### config.mk
export PLATFORM = sky130hd
export DESIGN_NAME = multi_channel_oneshot_timer_core
export DESIGN_NICKNAME = d
export VERILOG_FILES = /design/src/design/mcot_pkg.sv /design/src/design/mcot_front.sv /design/src/design/mcot_fifo.sv /design/src/design/mcot_back.sv /design/src/design/multi_channel_oneshot_timer_core.sv
export SDC_FILE = /design/constraint.sdc
export NUM_CORES = 1
export LEC_CHECK = 0
export BUFFER_PORTS_ARGS = -buffer_cell sky130_fd_sc_hd__buf_2
export CAP_MARGIN = 20
export CORE_MARGIN = 2
export CORE_UTILIZATION = 40
export CTS_BUF_LIST = sky130_fd_sc_hd__clkbuf_4
export DETAILED_ROUTE_END_ITERATION = 10
export GPL_TIMING_DRIVEN = 0
export SETUP_SLACK_MARGIN = 0.3
export SLEW_MARGIN = 10
export SYNTH_ARGS = -nofsm -noshare
export SYNTH_HDL_FRONTEND = slang
export SYNTH_SLANG_ARGS = --single-unit
### constraint.sdc
create_clock -name clk_i -period 5.5 [get_ports clk_i]
set_clock_uncertainty 0.15 [all_clocks]
set_input_delay 0.825 -clock clk_i [delete_from_list [all_inputs] [get_ports clk_i]]
set_output_delay 0.825 -clock clk_i [all_outputs]
set_load 0.01 [all_outputs]
### src/design/mcot_pkg.sv
// ----------------------------------------------------------------------------
// mcot_pkg
// Shared types and constants of the multi-channel one-shot timer core.
// ----------------------------------------------------------------------------
package mcot_pkg;

  typedef enum logic [1:0] {
    FUNC_TICK   = 2'd0,
    FUNC_SET    = 2'd1,
    FUNC_CANCEL = 2'd2,
    FUNC_RESET  = 2'd3
  } func_e;

  typedef struct packed {
    func_e              func;
    logic signed [7:0]  channel_id;
    logic        [31:0] timeout_ticks;
  } cmd_t;

  typedef struct packed {
    logic        status;
    logic        expired;
    logic [2:0]  expired_channel;
    logic [15:0] expiry_total;
    logic        last;
  } res_t;

  typedef struct packed {
    func_e       func;
    logic        id_ok;
    logic [6:0]  id;
    logic [31:0] timeout;
  } op_t;

  localparam int unsigned ADDR_W = 3;
  localparam int unsigned DATA_W = 32;
  localparam int unsigned CFG_W  = 4;
  localparam logic [CFG_W-1:0] CFG_RESET = 4'd8;

  localparam logic REG_CHANNELS_IN_USE = 1'b0;

endpackage

### src/design/mcot_front.sv
// ----------------------------------------------------------------------------
// mcot_front
// Configuration port, item acceptance and channel id classification.
// ----------------------------------------------------------------------------
module mcot_front #(
  parameter int unsigned NUM_CHANNELS = 8
) (
  input  logic                          clk_i,
  input  logic                          rst_ni,
  input  logic                          start,
  output logic                          busy,
  input  mcot_pkg::cmd_t                cmd_i,
  input  logic                          psel,
  input  logic                          penable,
  input  logic                          pwrite,
  input  logic [mcot_pkg::ADDR_W-1:0]   paddr,
  input  logic [mcot_pkg::DATA_W-1:0]   pwdata,
  output logic [mcot_pkg::DATA_W-1:0]   prdata,
  output logic                          pready,
  input  logic                          q_full_i,
  output logic                          push_o,
  output mcot_pkg::op_t                 op_o
);
  import mcot_pkg::*;

  logic [CFG_W-1:0] cfg_q, cfg_d;
  logic [7:0]       lim;
  logic             reg_sel;

  assign reg_sel = (paddr[2] == REG_CHANNELS_IN_USE);
  assign pready  = 1'b1;
  assign prdata  = reg_sel ? DATA_W'(cfg_q) : '0;

  always_comb begin
    cfg_d = cfg_q;
    if (psel && penable && pwrite && reg_sel) begin
      cfg_d = pwdata[CFG_W-1:0];
    end
  end

  always_ff @(posedge clk_i or negedge rst_ni) begin
    if (!rst_ni) begin
      cfg_q <= CFG_RESET;
    end else begin
      cfg_q <= cfg_d;
    end
  end

  assign lim  = ({4'b0, cfg_q} > 8'(NUM_CHANNELS)) ? 8'(NUM_CHANNELS) : {4'b0, cfg_q};
  assign busy = q_full_i;

  assign push_o        = start && !busy;
  assign op_o.func     = cmd_i.func;
  assign op_o.id       = cmd_i.channel_id[6:0];
  assign op_o.id_ok    = !cmd_i.channel_id[7] && ({1'b0, cmd_i.channel_id[6:0]} < lim);
  assign op_o.timeout  = cmd_i.timeout_ticks;

endmodule

### src/design/mcot_fifo.sv
// ----------------------------------------------------------------------------
// mcot_fifo
// Two-entry queue of classified items between front and back.
// ----------------------------------------------------------------------------
module mcot_fifo (
  input  logic          clk_i,
  input  logic          rst_ni,
  input  logic          push_i,
  input  mcot_pkg::op_t data_i,
  input  logic          pop_i,
  output logic          valid_o,
  output logic          full_o,
  output mcot_pkg::op_t data_o
);
  import mcot_pkg::*;

  op_t        mem_q [2];
  logic       wr_q, wr_d, rd_q, rd_d;
  logic [1:0] cnt_q, cnt_d;

  assign valid_o = (cnt_q != 2'd0);
  assign full_o  = (cnt_q == 2'd2);
  assign data_o  = mem_q[rd_q];

  always_comb begin
    wr_d  = wr_q;
    rd_d  = rd_q;
    cnt_d = cnt_q;
    if (push_i) begin
      wr_d = ~wr_q;
    end
    if (pop_i) begin
      rd_d = ~rd_q;
    end
    if (push_i && !pop_i) begin
      cnt_d = cnt_q + 2'd1;
    end else if (!push_i && pop_i) begin
      cnt_d = cnt_q - 2'd1;
    end
  end

  always_ff @(posedge clk_i) begin
    if (push_i) begin
      mem_q[wr_q] <= data_i;
    end
  end

  always_ff @(posedge clk_i or negedge rst_ni) begin
    if (!rst_ni) begin
      wr_q  <= 1'b0;
      rd_q  <= 1'b0;
      cnt_q <= 2'd0;
    end else begin
      wr_q  <= wr_d;
      rd_q  <= rd_d;
      cnt_q <= cnt_d;
    end
  end

endmodule

### src/design/mcot_back.sv
// ----------------------------------------------------------------------------
// mcot_back
// Channel bank: executes commands, counts down on ticks, reports expiries.
// ----------------------------------------------------------------------------
module mcot_back #(
  parameter int unsigned NUM_CHANNELS = 8,
  parameter int unsigned COUNT_WIDTH  = 32
) (
  input  logic           clk_i,
  input  logic           rst_ni,
  input  logic           op_valid_i,
  input  mcot_pkg::op_t  op_i,
  output logic           pop_o,
  output logic           res_valid_o,
  output mcot_pkg::res_t res_o
);
  import mcot_pkg::*;

  localparam int unsigned IDX_W = (NUM_CHANNELS > 1) ? $clog2(NUM_CHANNELS) : 1;
  localparam logic [COUNT_WIDTH-1:0] ONE = COUNT_WIDTH'(1);

  typedef enum logic [1:0] {
    ST_IDLE = 2'b01,
    ST_EMIT = 2'b10
  } state_e;

  state_e                  state_q, state_d;
  logic [NUM_CHANNELS-1:0] armed_q, armed_d;
  logic [NUM_CHANNELS-1:0] pend_q, pend_d;
  logic [COUNT_WIDTH-1:0]  rem_q [NUM_CHANNELS];
  logic [COUNT_WIDTH-1:0]  rem_d [NUM_CHANNELS];
  logic [15:0]             cnt_q [NUM_CHANNELS];
  logic [15:0]             cnt_d [NUM_CHANNELS];
  logic [IDX_W-1:0]        ptr_q, ptr_d, idx;
  logic [COUNT_WIDTH-1:0]  tmo;
  logic                    res_valid_q, res_valid_d;
  res_t                    res_q, res_d;

  assign idx = op_i.id[IDX_W-1:0];
  assign tmo = COUNT_WIDTH'(op_i.timeout);

  always_comb begin
    state_d     = state_q;
    armed_d     = armed_q;
    pend_d      = pend_q;
    rem_d       = rem_q;
    cnt_d       = cnt_q;
    ptr_d       = ptr_q;
    pop_o       = 1'b0;
    res_valid_d = 1'b0;
    res_d       = '0;
    unique case (state_q)
      ST_IDLE: begin
        if (op_valid_i) begin
          pop_o = 1'b1;
          case (op_i.func)
            FUNC_TICK: begin
              pend_d = '0;
              for (int i = 0; i < NUM_CHANNELS; i++) begin
                if (armed_q[i]) begin
                  if (rem_q[i] <= ONE) begin
                    armed_d[i] = 1'b0;
                    rem_d[i]   = '0;
                    cnt_d[i]   = cnt_q[i] + 16'd1;
                    pend_d[i]  = 1'b1;
                  end else begin
                    rem_d[i] = rem_q[i] - ONE;
                  end
                end
              end
              if (|pend_d) begin
                ptr_d   = '0;
                state_d = ST_EMIT;
              end
            end
            FUNC_SET: begin
              res_valid_d  = 1'b1;
              res_d.last   = 1'b1;
              res_d.status = 1'b1;
              if (op_i.id_ok && !armed_q[idx]) begin
                armed_d[idx] = 1'b1;
                rem_d[idx]   = tmo;
                res_d.status = 1'b0;
              end
            end
            FUNC_CANCEL: begin
              res_valid_d  = 1'b1;
              res_d.last   = 1'b1;
              res_d.status = 1'b1;
              if (op_i.id_ok && armed_q[idx]) begin
                armed_d[idx] = 1'b0;
                rem_d[idx]   = '0;
                res_d.status = 1'b0;
              end
            end
            default: begin
              res_valid_d = 1'b1;
              res_d.last  = 1'b1;
              if (op_i.id_ok) begin
                armed_d[idx] = 1'b1;
                rem_d[idx]   = tmo;
              end
            end
          endcase
        end
      end
      ST_EMIT: begin
        ptr_d = IDX_W'(ptr_q + 1'b1);
        if (pend_q[ptr_q]) begin
          pend_d[ptr_q]         = 1'b0;
          res_valid_d           = 1'b1;
          res_d.expired         = 1'b1;
          res_d.expired_channel = 3'(ptr_q);
          res_d.expiry_total    = cnt_q[ptr_q];
          res_d.last            = ~|pend_d;
          if (~|pend_d) begin
            state_d = ST_IDLE;
          end
        end
      end
      default: begin
        state_d = ST_IDLE;
      end
    endcase
  end

  always_ff @(posedge clk_i or negedge rst_ni) begin
    if (!rst_ni) begin
      state_q     <= ST_IDLE;
      armed_q     <= '0;
      pend_q      <= '0;
      ptr_q       <= '0;
      res_valid_q <= 1'b0;
      for (int i = 0; i < NUM_CHANNELS; i++) begin
        rem_q[i] <= '0;
        cnt_q[i] <= '0;
      end
    end else begin
      state_q     <= state_d;
      armed_q     <= armed_d;
      pend_q      <= pend_d;
      ptr_q       <= ptr_d;
      res_valid_q <= res_valid_d;
      rem_q       <= rem_d;
      cnt_q       <= cnt_d;
    end
  end

  always_ff @(posedge clk_i) begin
    res_q <= res_d;
  end

  assign res_valid_o = res_valid_q;
  assign res_o       = res_q;

endmodule

### src/design/multi_channel_oneshot_timer_core.sv
// ----------------------------------------------------------------------------
// multi_channel_oneshot_timer_core
// Bank of one-shot timer channels with set, cancel, reset and tick commands.
// ----------------------------------------------------------------------------
// An item is taken when start is high and busy is low; up to two items queue
// ahead of the channel bank. A set, cancel or reset gives one result, registered
// once the bank takes the item from the queue, where it waits while the bank is busy.
// A tick updates all channels at once and then, if any channel expired, scans
// the channels one per cycle up to the last expired one; with no expiry it
// holds the bank only for the update. Each expiry comes out as its own result
// in ascending channel order, the final one marked last.
// Results appear on res_o for exactly one cycle with res_valid_o high and must
// be captured then: the receiver cannot stall the block.
// ----------------------------------------------------------------------------
module multi_channel_oneshot_timer_core #(
  parameter int unsigned NUM_CHANNELS = 8,
  parameter int unsigned COUNT_WIDTH  = 32
) (
  input  logic                          clk_i,
  input  logic                          rst_ni,
  input  logic                          start,
  output logic                          busy,
  input  mcot_pkg::cmd_t                cmd_i,
  output logic                          res_valid_o,
  output mcot_pkg::res_t                res_o,
  input  logic                          psel,
  input  logic                          penable,
  input  logic                          pwrite,
  input  logic [mcot_pkg::ADDR_W-1:0]   paddr,
  input  logic [mcot_pkg::DATA_W-1:0]   pwdata,
  output logic [mcot_pkg::DATA_W-1:0]   prdata,
  output logic                          pready
);
  import mcot_pkg::*;

  logic q_full, q_valid, push, pop;
  op_t  op_in, op_out;

  mcot_front #(
    .NUM_CHANNELS(NUM_CHANNELS)
  ) u_front (
    .clk_i    (clk_i),
    .rst_ni   (rst_ni),
    .start    (start),
    .busy     (busy),
    .cmd_i    (cmd_i),
    .psel     (psel),
    .penable  (penable),
    .pwrite   (pwrite),
    .paddr    (paddr),
    .pwdata   (pwdata),
    .prdata   (prdata),
    .pready   (pready),
    .q_full_i (q_full),
    .push_o   (push),
    .op_o     (op_in)
  );

  mcot_fifo u_fifo (
    .clk_i   (clk_i),
    .rst_ni  (rst_ni),
    .push_i  (push),
    .data_i  (op_in),
    .pop_i   (pop),
    .valid_o (q_valid),
    .full_o  (q_full),
    .data_o  (op_out)
  );

  mcot_back #(
    .NUM_CHANNELS(NUM_CHANNELS),
    .COUNT_WIDTH (COUNT_WIDTH)
  ) u_back (
    .clk_i       (clk_i),
    .rst_ni      (rst_ni),
    .op_valid_i  (q_valid),
    .op_i        (op_out),
    .pop_o       (pop),
    .res_valid_o (res_valid_o),
    .res_o       (res_o)
  );

endmodule
==> qor.yml, run 1 <==
synthesis:
  yosysSeqAreaShare: 0.456
  ys_warn_count: 0
  async_reset_ff_frac: 0.809
  synth_cell_type_count: 92
  synth-seq-cells: 512
  synth_cells: 3193
  synth-edff-count: 76
  avgSynthCellArea_sq_um: 8.98
  synth_area_sq_um: 28700
  synth_flop_cell: "dfrtp_1"
pwr:
  leakagePower_nw: 13.9
  peakVddDrop_v: 0.000331
  fin_total_pwr_mw: 18.8
  power_density_nw_per_um2: 557
drt:
  drt_wl_total_um: 107000
  drt_iter0_markers: 3965
  ant_nets: 0
  firstDrtPassIters: 6
  drc_errors: 0
  vias: 28200
  via_per_inst: 6.11
  wire_per_inst_um: 23.3
final_layout:
  fin_area_sq_um: 33700
  drive_gt1_frac: 0.154
  syn_to_final_growth_pct: 17.6
  final-instance-count-excl-fill: 4607
  final_common_cell: "dfrtp_1"
  utilization: 0.474
  layout_common_cells: "412 x dfrtp_1, 390 x o21ai_0, 271 x nor2_1"
  finalNetCount: 3654
setup_path:
  cpMostUsedCell: "buf_4"
  critical-path-top-delay-family: "buffers and inverters"
  cp.depth: 17
  endpoint_kind: "flip-flop"
  crit_buf_inv: 9
  rrSetupSlack_ps: 410
  crit_arrival_ps: 5820
  crit_chain: "clkbuf_4 > mux2_2 > inv_1 > buf_4 > clkbuf_8 > clkbuf_8 > buf_4 > ha_1 > clkbuf_1 > o21bai_1 > a211o_1 > mux2i_4 > buf_4 > o221ai_2 > clkbuf_1 > nor2_1 > a221o_1"
  rr_worst_depth: 17
  criticalPathCategory: "reg -> reg"
  slowest_stage: "clkbuf_1"
  critPathLaunchType: "flip-flop"
  r2r-start: "u_fifo.rd_q"
  required_ps: 6220
  cpPeakStageDelay_ps: 470
  crit_fanout: 11
cts:
  cts_made_buffers: 145
  cts_buffer_depth: 3
  ctsHtreeMaxLevel: 4
  cts_root_buffer: "clkbuf_4"
  clk_pin_slew_ps: 70
  cts_tree: "done"
  clock_latency_ps: 1030
  cts.sinks: 512
hold_path:
  hp-class: "in -> reg"
  holdPathStages: 3
  hp-start: "cmd_i[38]"
  hold_end: "u_fifo.mem_q[1][39]"
placement:
  hpwl_um: 75900
  pre_cts_slack_ps: -2280
  postPlaceCellArea_sq_um: 31000
  gp_congestion: 0.956
  dp_cells: 4285
  io_buffers: 80
sta:
  finalMaxSlewViolations: 0
  period_minus_slack_ps: 5090
  hold_viol_final: 0
  setup_violations: 0
  setup_ws_ps: 408
  worst_pin_slew_ps: 1290
  hold_ws_ps: 91.2
  post-route-period-util: 0.926
  fin_setup_tns_ps: 0
  slew_headroom: 0.142
  rsz0062_at_grt: "false"
  clock.fmax_mhz: 196
floorplan:
  die_area_sq_um: 73900
  io_pins: 140
  core_sq_um: 71200
  start_util: 0.403
  dieWidth_um: 272
  fp-row-count: 98
  die_y_um: 272
grt:
  grt_max_degree: 99
  grt.overflow.total: 0
  grt_pass1_vias: 26700
  antenna_found_initial: 5
  grtUsageTotal: 0.288
  grt_pass1_wl_um: 163000
flow_run:
  cap_violations: 0
run_status:
  status: "completed"
==> metal layers <==
layer  up-vias  share of wire  global-route usage
met4         4          0.063               0.176
met3       363          0.095              0.0705
met1     13700           0.40               0.376
met5         -        0.00018                   0
li1      12700              -                   -
met2      1481           0.44               0.430
==> report_power, final <==
| group | switching, mW | internal [mW] | total, mW |
|---|---|---|---|
| registers | 0.923 | 4.83 | 5.75 |
| logic | 6.46 | 2.90 | 9.36 |
| clock network | 1.79 | 1.89 | 3.68 |
| total | 9.17 | 9.62 | 18.8 |
==> cell families (layout without fill, tap and decap cells) <==
group                    count (synthesis)  after routing  share of synthesized area
AO/OA/AOI/OAI                         1084           1084                      0.232
XOR/XNOR                               137            137                     0.0418
adder cells (fa/ha/maj)                 34             34                     0.0148
buffers and inverters                  301            731                     0.0449
flip-flops                             512            512                      0.456
multiplexers                            69             69                     0.0267
other                                    2             36                   0.000262
AND/OR/NAND/NOR                       1054           1054                      0.184
==> cell usage after synthesis, types with 32 or more instances <==
master      n  area [sq um]
dfrtp_1   412         10300
o21ai_0   390          1950
nor2_1    299          1120
a21oi_1   227          1140
nand2_1   200           751
nor3_1    143           716
clkbuf_1  133           499
a31oi_1   115           719
inv_1     100           375
xnor2_1    82           718
nand3_1    78           390
edfxtp_1   76          2280
nor4_1     61           382
a22oi_1    59           443
xor2_1     55           482
a22o_1     47           412
and3_1     47           294
nand4_1    46           288
mux2i_1    42           420
ha_1       34           425
buf_4      32           240
o22ai_1    32           200
==> tightest hold or removal path, stage by stage <==
cell	delay, ps
buf_2	70
or4_1	90
a211oi_1	90
==> worst max path at each step <==
stage / from / slack, ps / to
floorplan: u_fifo.rd_q / 970 / u_back.cnt_q[13]
global placement: rst_ni / -5390 / asynchronous set/reset pin
detailed placement: u_fifo.rd_q / -2280 / flip-flop
CTS: u_fifo.rd_q / 280 / flip-flop
global route: u_fifo.rd_q / 310 / flip-flop
finish: u_fifo.rd_q / 410 / flip-flop
==> repair_timing <==
item | CTS | global route
pin swaps | 5 | 1
hold buffers | 44 | 0
endpoints found under the setup margin | 408 | 242
resized for setup | 56 | 30
hold endpoints to repair | 152 | 0
buffers inserted | 9 | 1
==> final cells by class <==
class                      instances  area, sq um
sequential                       512        13100
timing repair buffer             171         1510
multi-input combinational       2407        14700
clock buffer                     219         1640
antenna                            7         17.5
tap                              950         1190
buffer                           199          972
fill                            6897        37500
inverter                         101          380
clock inverter                    41          253
No activity file was read; power rests on OpenSTA's default activity.
==> run 2: changes to the inputs <==
--- a/config.mk
+++ b/config.mk
@@ -5,13 +5,12 @@
 export SDC_FILE = /design/constraint.sdc
 export NUM_CORES = 1
 export LEC_CHECK = 0
-export BUFFER_PORTS_ARGS = -buffer_cell sky130_fd_sc_hd__buf_2
+export BUFFER_PORTS_ARGS = -buffer_cell sky130_fd_sc_hd__buf_4
 export CAP_MARGIN = 20
 export CORE_MARGIN = 2
 export CORE_UTILIZATION = 40
 export CTS_BUF_LIST = sky130_fd_sc_hd__clkbuf_4
 export DETAILED_ROUTE_END_ITERATION = 10
-export GPL_TIMING_DRIVEN = 0
 export SETUP_SLACK_MARGIN = 0.3
 export SLEW_MARGIN = 10
 export SYNTH_ARGS = -nofsm -noshare
==> qor.yml, run 2 (same netlist as run 1, synthesis figures left out) <==
grt:
  grt_pass1_vias: 25100  # was 26700
  grtUsageTotal: 0.262  # was 0.288
  grt.overflow.total: 0  # unchanged
  grt_pass1_wl_um: 150000  # was 163000 um
  grt_max_degree: 108  # was 99
  antenna_found_initial: 4  # was 5
pwr:
  leakagePower_nw: 13.4  # was 13.9 nW
  fin_total_pwr_mw: 17.7  # was 18.8 mW
  power_density_nw_per_um2: 542  # was 557 nW/um^2
  peakVddDrop_v: 0.000373  # was 0.000331 V
drt:
  drt_iter0_markers: 2959  # was 3965
  ant_nets: 0  # unchanged
  wire_per_inst_um: 22.0  # was 23.3 um
  vias: 26800  # was 28200
  via_per_inst: 6.05  # was 6.11
  firstDrtPassIters: 6  # unchanged
  drc_errors: 0  # unchanged
  drt_wl_total_um: 97500  # was 107000 um
setup_path:
  criticalPathCategory: "reg -> reg"  # unchanged
  endpoint_kind: "flip-flop"  # unchanged
  required_ps: 6160  # was 6220 ps
  rr_worst_depth: 9  # was 17
  rrSetupSlack_ps: 1050  # was 410 ps
  crit_fanout: 31  # was 11
  crit_arrival_ps: 5110  # was 5820 ps
  critPathLaunchType: "flip-flop"  # unchanged
  r2r-start: "u_fifo.rd_q"  # unchanged
cts:
  clock_latency_ps: 1010  # was 1030 ps
  cts_made_buffers: 145  # unchanged
  cts.sinks: 512  # unchanged
  clk_pin_slew_ps: 70  # about the same
  ctsHtreeMaxLevel: 4  # unchanged
  cts_tree: "done"  # unchanged
  cts_buffer_depth: 3  # unchanged
  cts_root_buffer: "clkbuf_4"  # unchanged
final_layout:
  layout_common_cells: "411 x dfrtp_1, 389 x o21ai_0, 298 x nor2_1"  # was 412 x dfrtp_1, 390 x o21ai_0, 271 x nor2_1
  syn_to_final_growth_pct: 13.7  # was 17.6%
  finalNetCount: 3492  # was 3654
  final_common_cell: "dfrtp_1"  # unchanged
  drive_gt1_frac: 0.132  # was 0.154
hold_path:
  holdPathStages: 3  # unchanged
  hp-class: "in -> reg"  # unchanged
  hold_end: "u_front.cfg_q[1]"  # was u_fifo.mem_q[1][39]
  hp-start: "penable"  # was cmd_i[38]
sta:
  fin_setup_tns_ps: 0  # unchanged
  hold_ws_ps: 174  # was 91.2 ps
  slew_headroom: 0.203  # was 0.142
  setup_violations: 0  # unchanged
  rsz0062_at_grt: "false"  # unchanged
  post-route-period-util: 0.809  # was 0.926
  worst_pin_slew_ps: 1200  # was 1290 ps
  hold_viol_final: 0  # unchanged
  period_minus_slack_ps: 4450  # was 5090 ps
  finalMaxSlewViolations: 0  # unchanged
  clock.fmax_mhz: 225  # was 196 MHz
floorplan:
  die_area_sq_um: 73900  # unchanged
  dieWidth_um: 272  # unchanged
  core_sq_um: 71200  # unchanged
  start_util: 0.403  # unchanged
  die_y_um: 272  # unchanged
  fp-row-count: 98  # unchanged
  io_pins: 140  # unchanged
flow_run:
  cap_violations: 0  # unchanged
placement:
  io_buffers: 80  # unchanged
  gp_congestion: 0.933  # was 0.956
  hpwl_um: 63400  # was 75900 um
run_status:
  status: "completed"  # unchanged
run 2: changes by cell type in the layout (fill, tap and decap cells not counted), moves of 7 or more:
cell	delta
nor2_2	-25
clkbuf_4	-30
buf_4	+111
clkbuf_2	-15
nor2_1	+27
clkinv_2	+7
buf_2	-103
clkbuf_1	-112
buf_8	-20
run 2: worst max path at each step:
stage                 from          endpoint  slack [ps]  depth (start not counted)
4_1_cts        u_fifo.rd_q         flip-flop        1090                          9
6_report       u_fifo.rd_q         flip-flop        1050                          9
5_1_grt        u_fifo.rd_q         flip-flop         810                          9
2_1_floorplan  u_fifo.rd_q  u_back.cnt_q[13]         970                         16
3_3_place_gp   u_fifo.rd_q         flip-flop        1150                          9
3_5_place_dp   u_fifo.rd_q         flip-flop        1120                          9
run 2: report_power, final:
part | switching (mW) | internal [mW]
logic | 5.72 | 2.61
registers | 0.999 | 4.83
clock network | 1.77 | 1.76
total | 8.49 | 9.20
run 2: timing repair:
action	4_1_cts	5_1_grt
hold buffers	45	0
endpoints found under the hold margin	174	0
buffers inserted	0	0
gates resized for setup	0	0
run 2: cell type report:
| class | instances | area, sq um |
|---|---|---|
| Antenna cell | 2 | 5.00 |
| Clock buffer | 194 | 1460 |
| Clock inverter | 53 | 330 |
| Fill cell | 6900 | 38600 |
| Inverter | 101 | 380 |
| Multi-Input combinational cell | 2407 | 14500 |
| Sequential cell | 512 | 13100 |
| Tap cell | 950 | 1190 |
| Timing Repair Buffer | 208 | 1700 |
run 2: per-stage QoR:
stage | instances | area, sq um | setup WS [ps] | util
floorplan | 3220 | 28800 | 971 | -
detailed placement | 4128 | 30300 | 1120 | 0.426
finish | 4427 | 32600 | 1050 | 0.458
global route | 4427 | 32600 | 807 | 0.458
global placement | 4127 | 30300 | 1150 | 0.426
CTS | 4420 | 32600 | 1090 | 0.457
run 2: layer usage:
metal | global-route usage | share of wire | vias up
met2 | 0.396 | 0.45 | 1257
met5 | 0 | 0.00013 | -
met1 | 0.360 | 0.43 | 13000
met4 | 0.126 | 0.042 | 2
met3 | 0.0529 | 0.084 | 219
li1 | - | - | 12300
run 2: critical path, cell delays in order, from the launching register on:
cell,delay [ps]
dfrtp_2,450
buf_4,390
mux2i_1,350
mux4_2,550
mux2_2,410
mux2i_4,420
buf_4,270
nand3_1,740
o21ai_0,430
o31ai_1,110
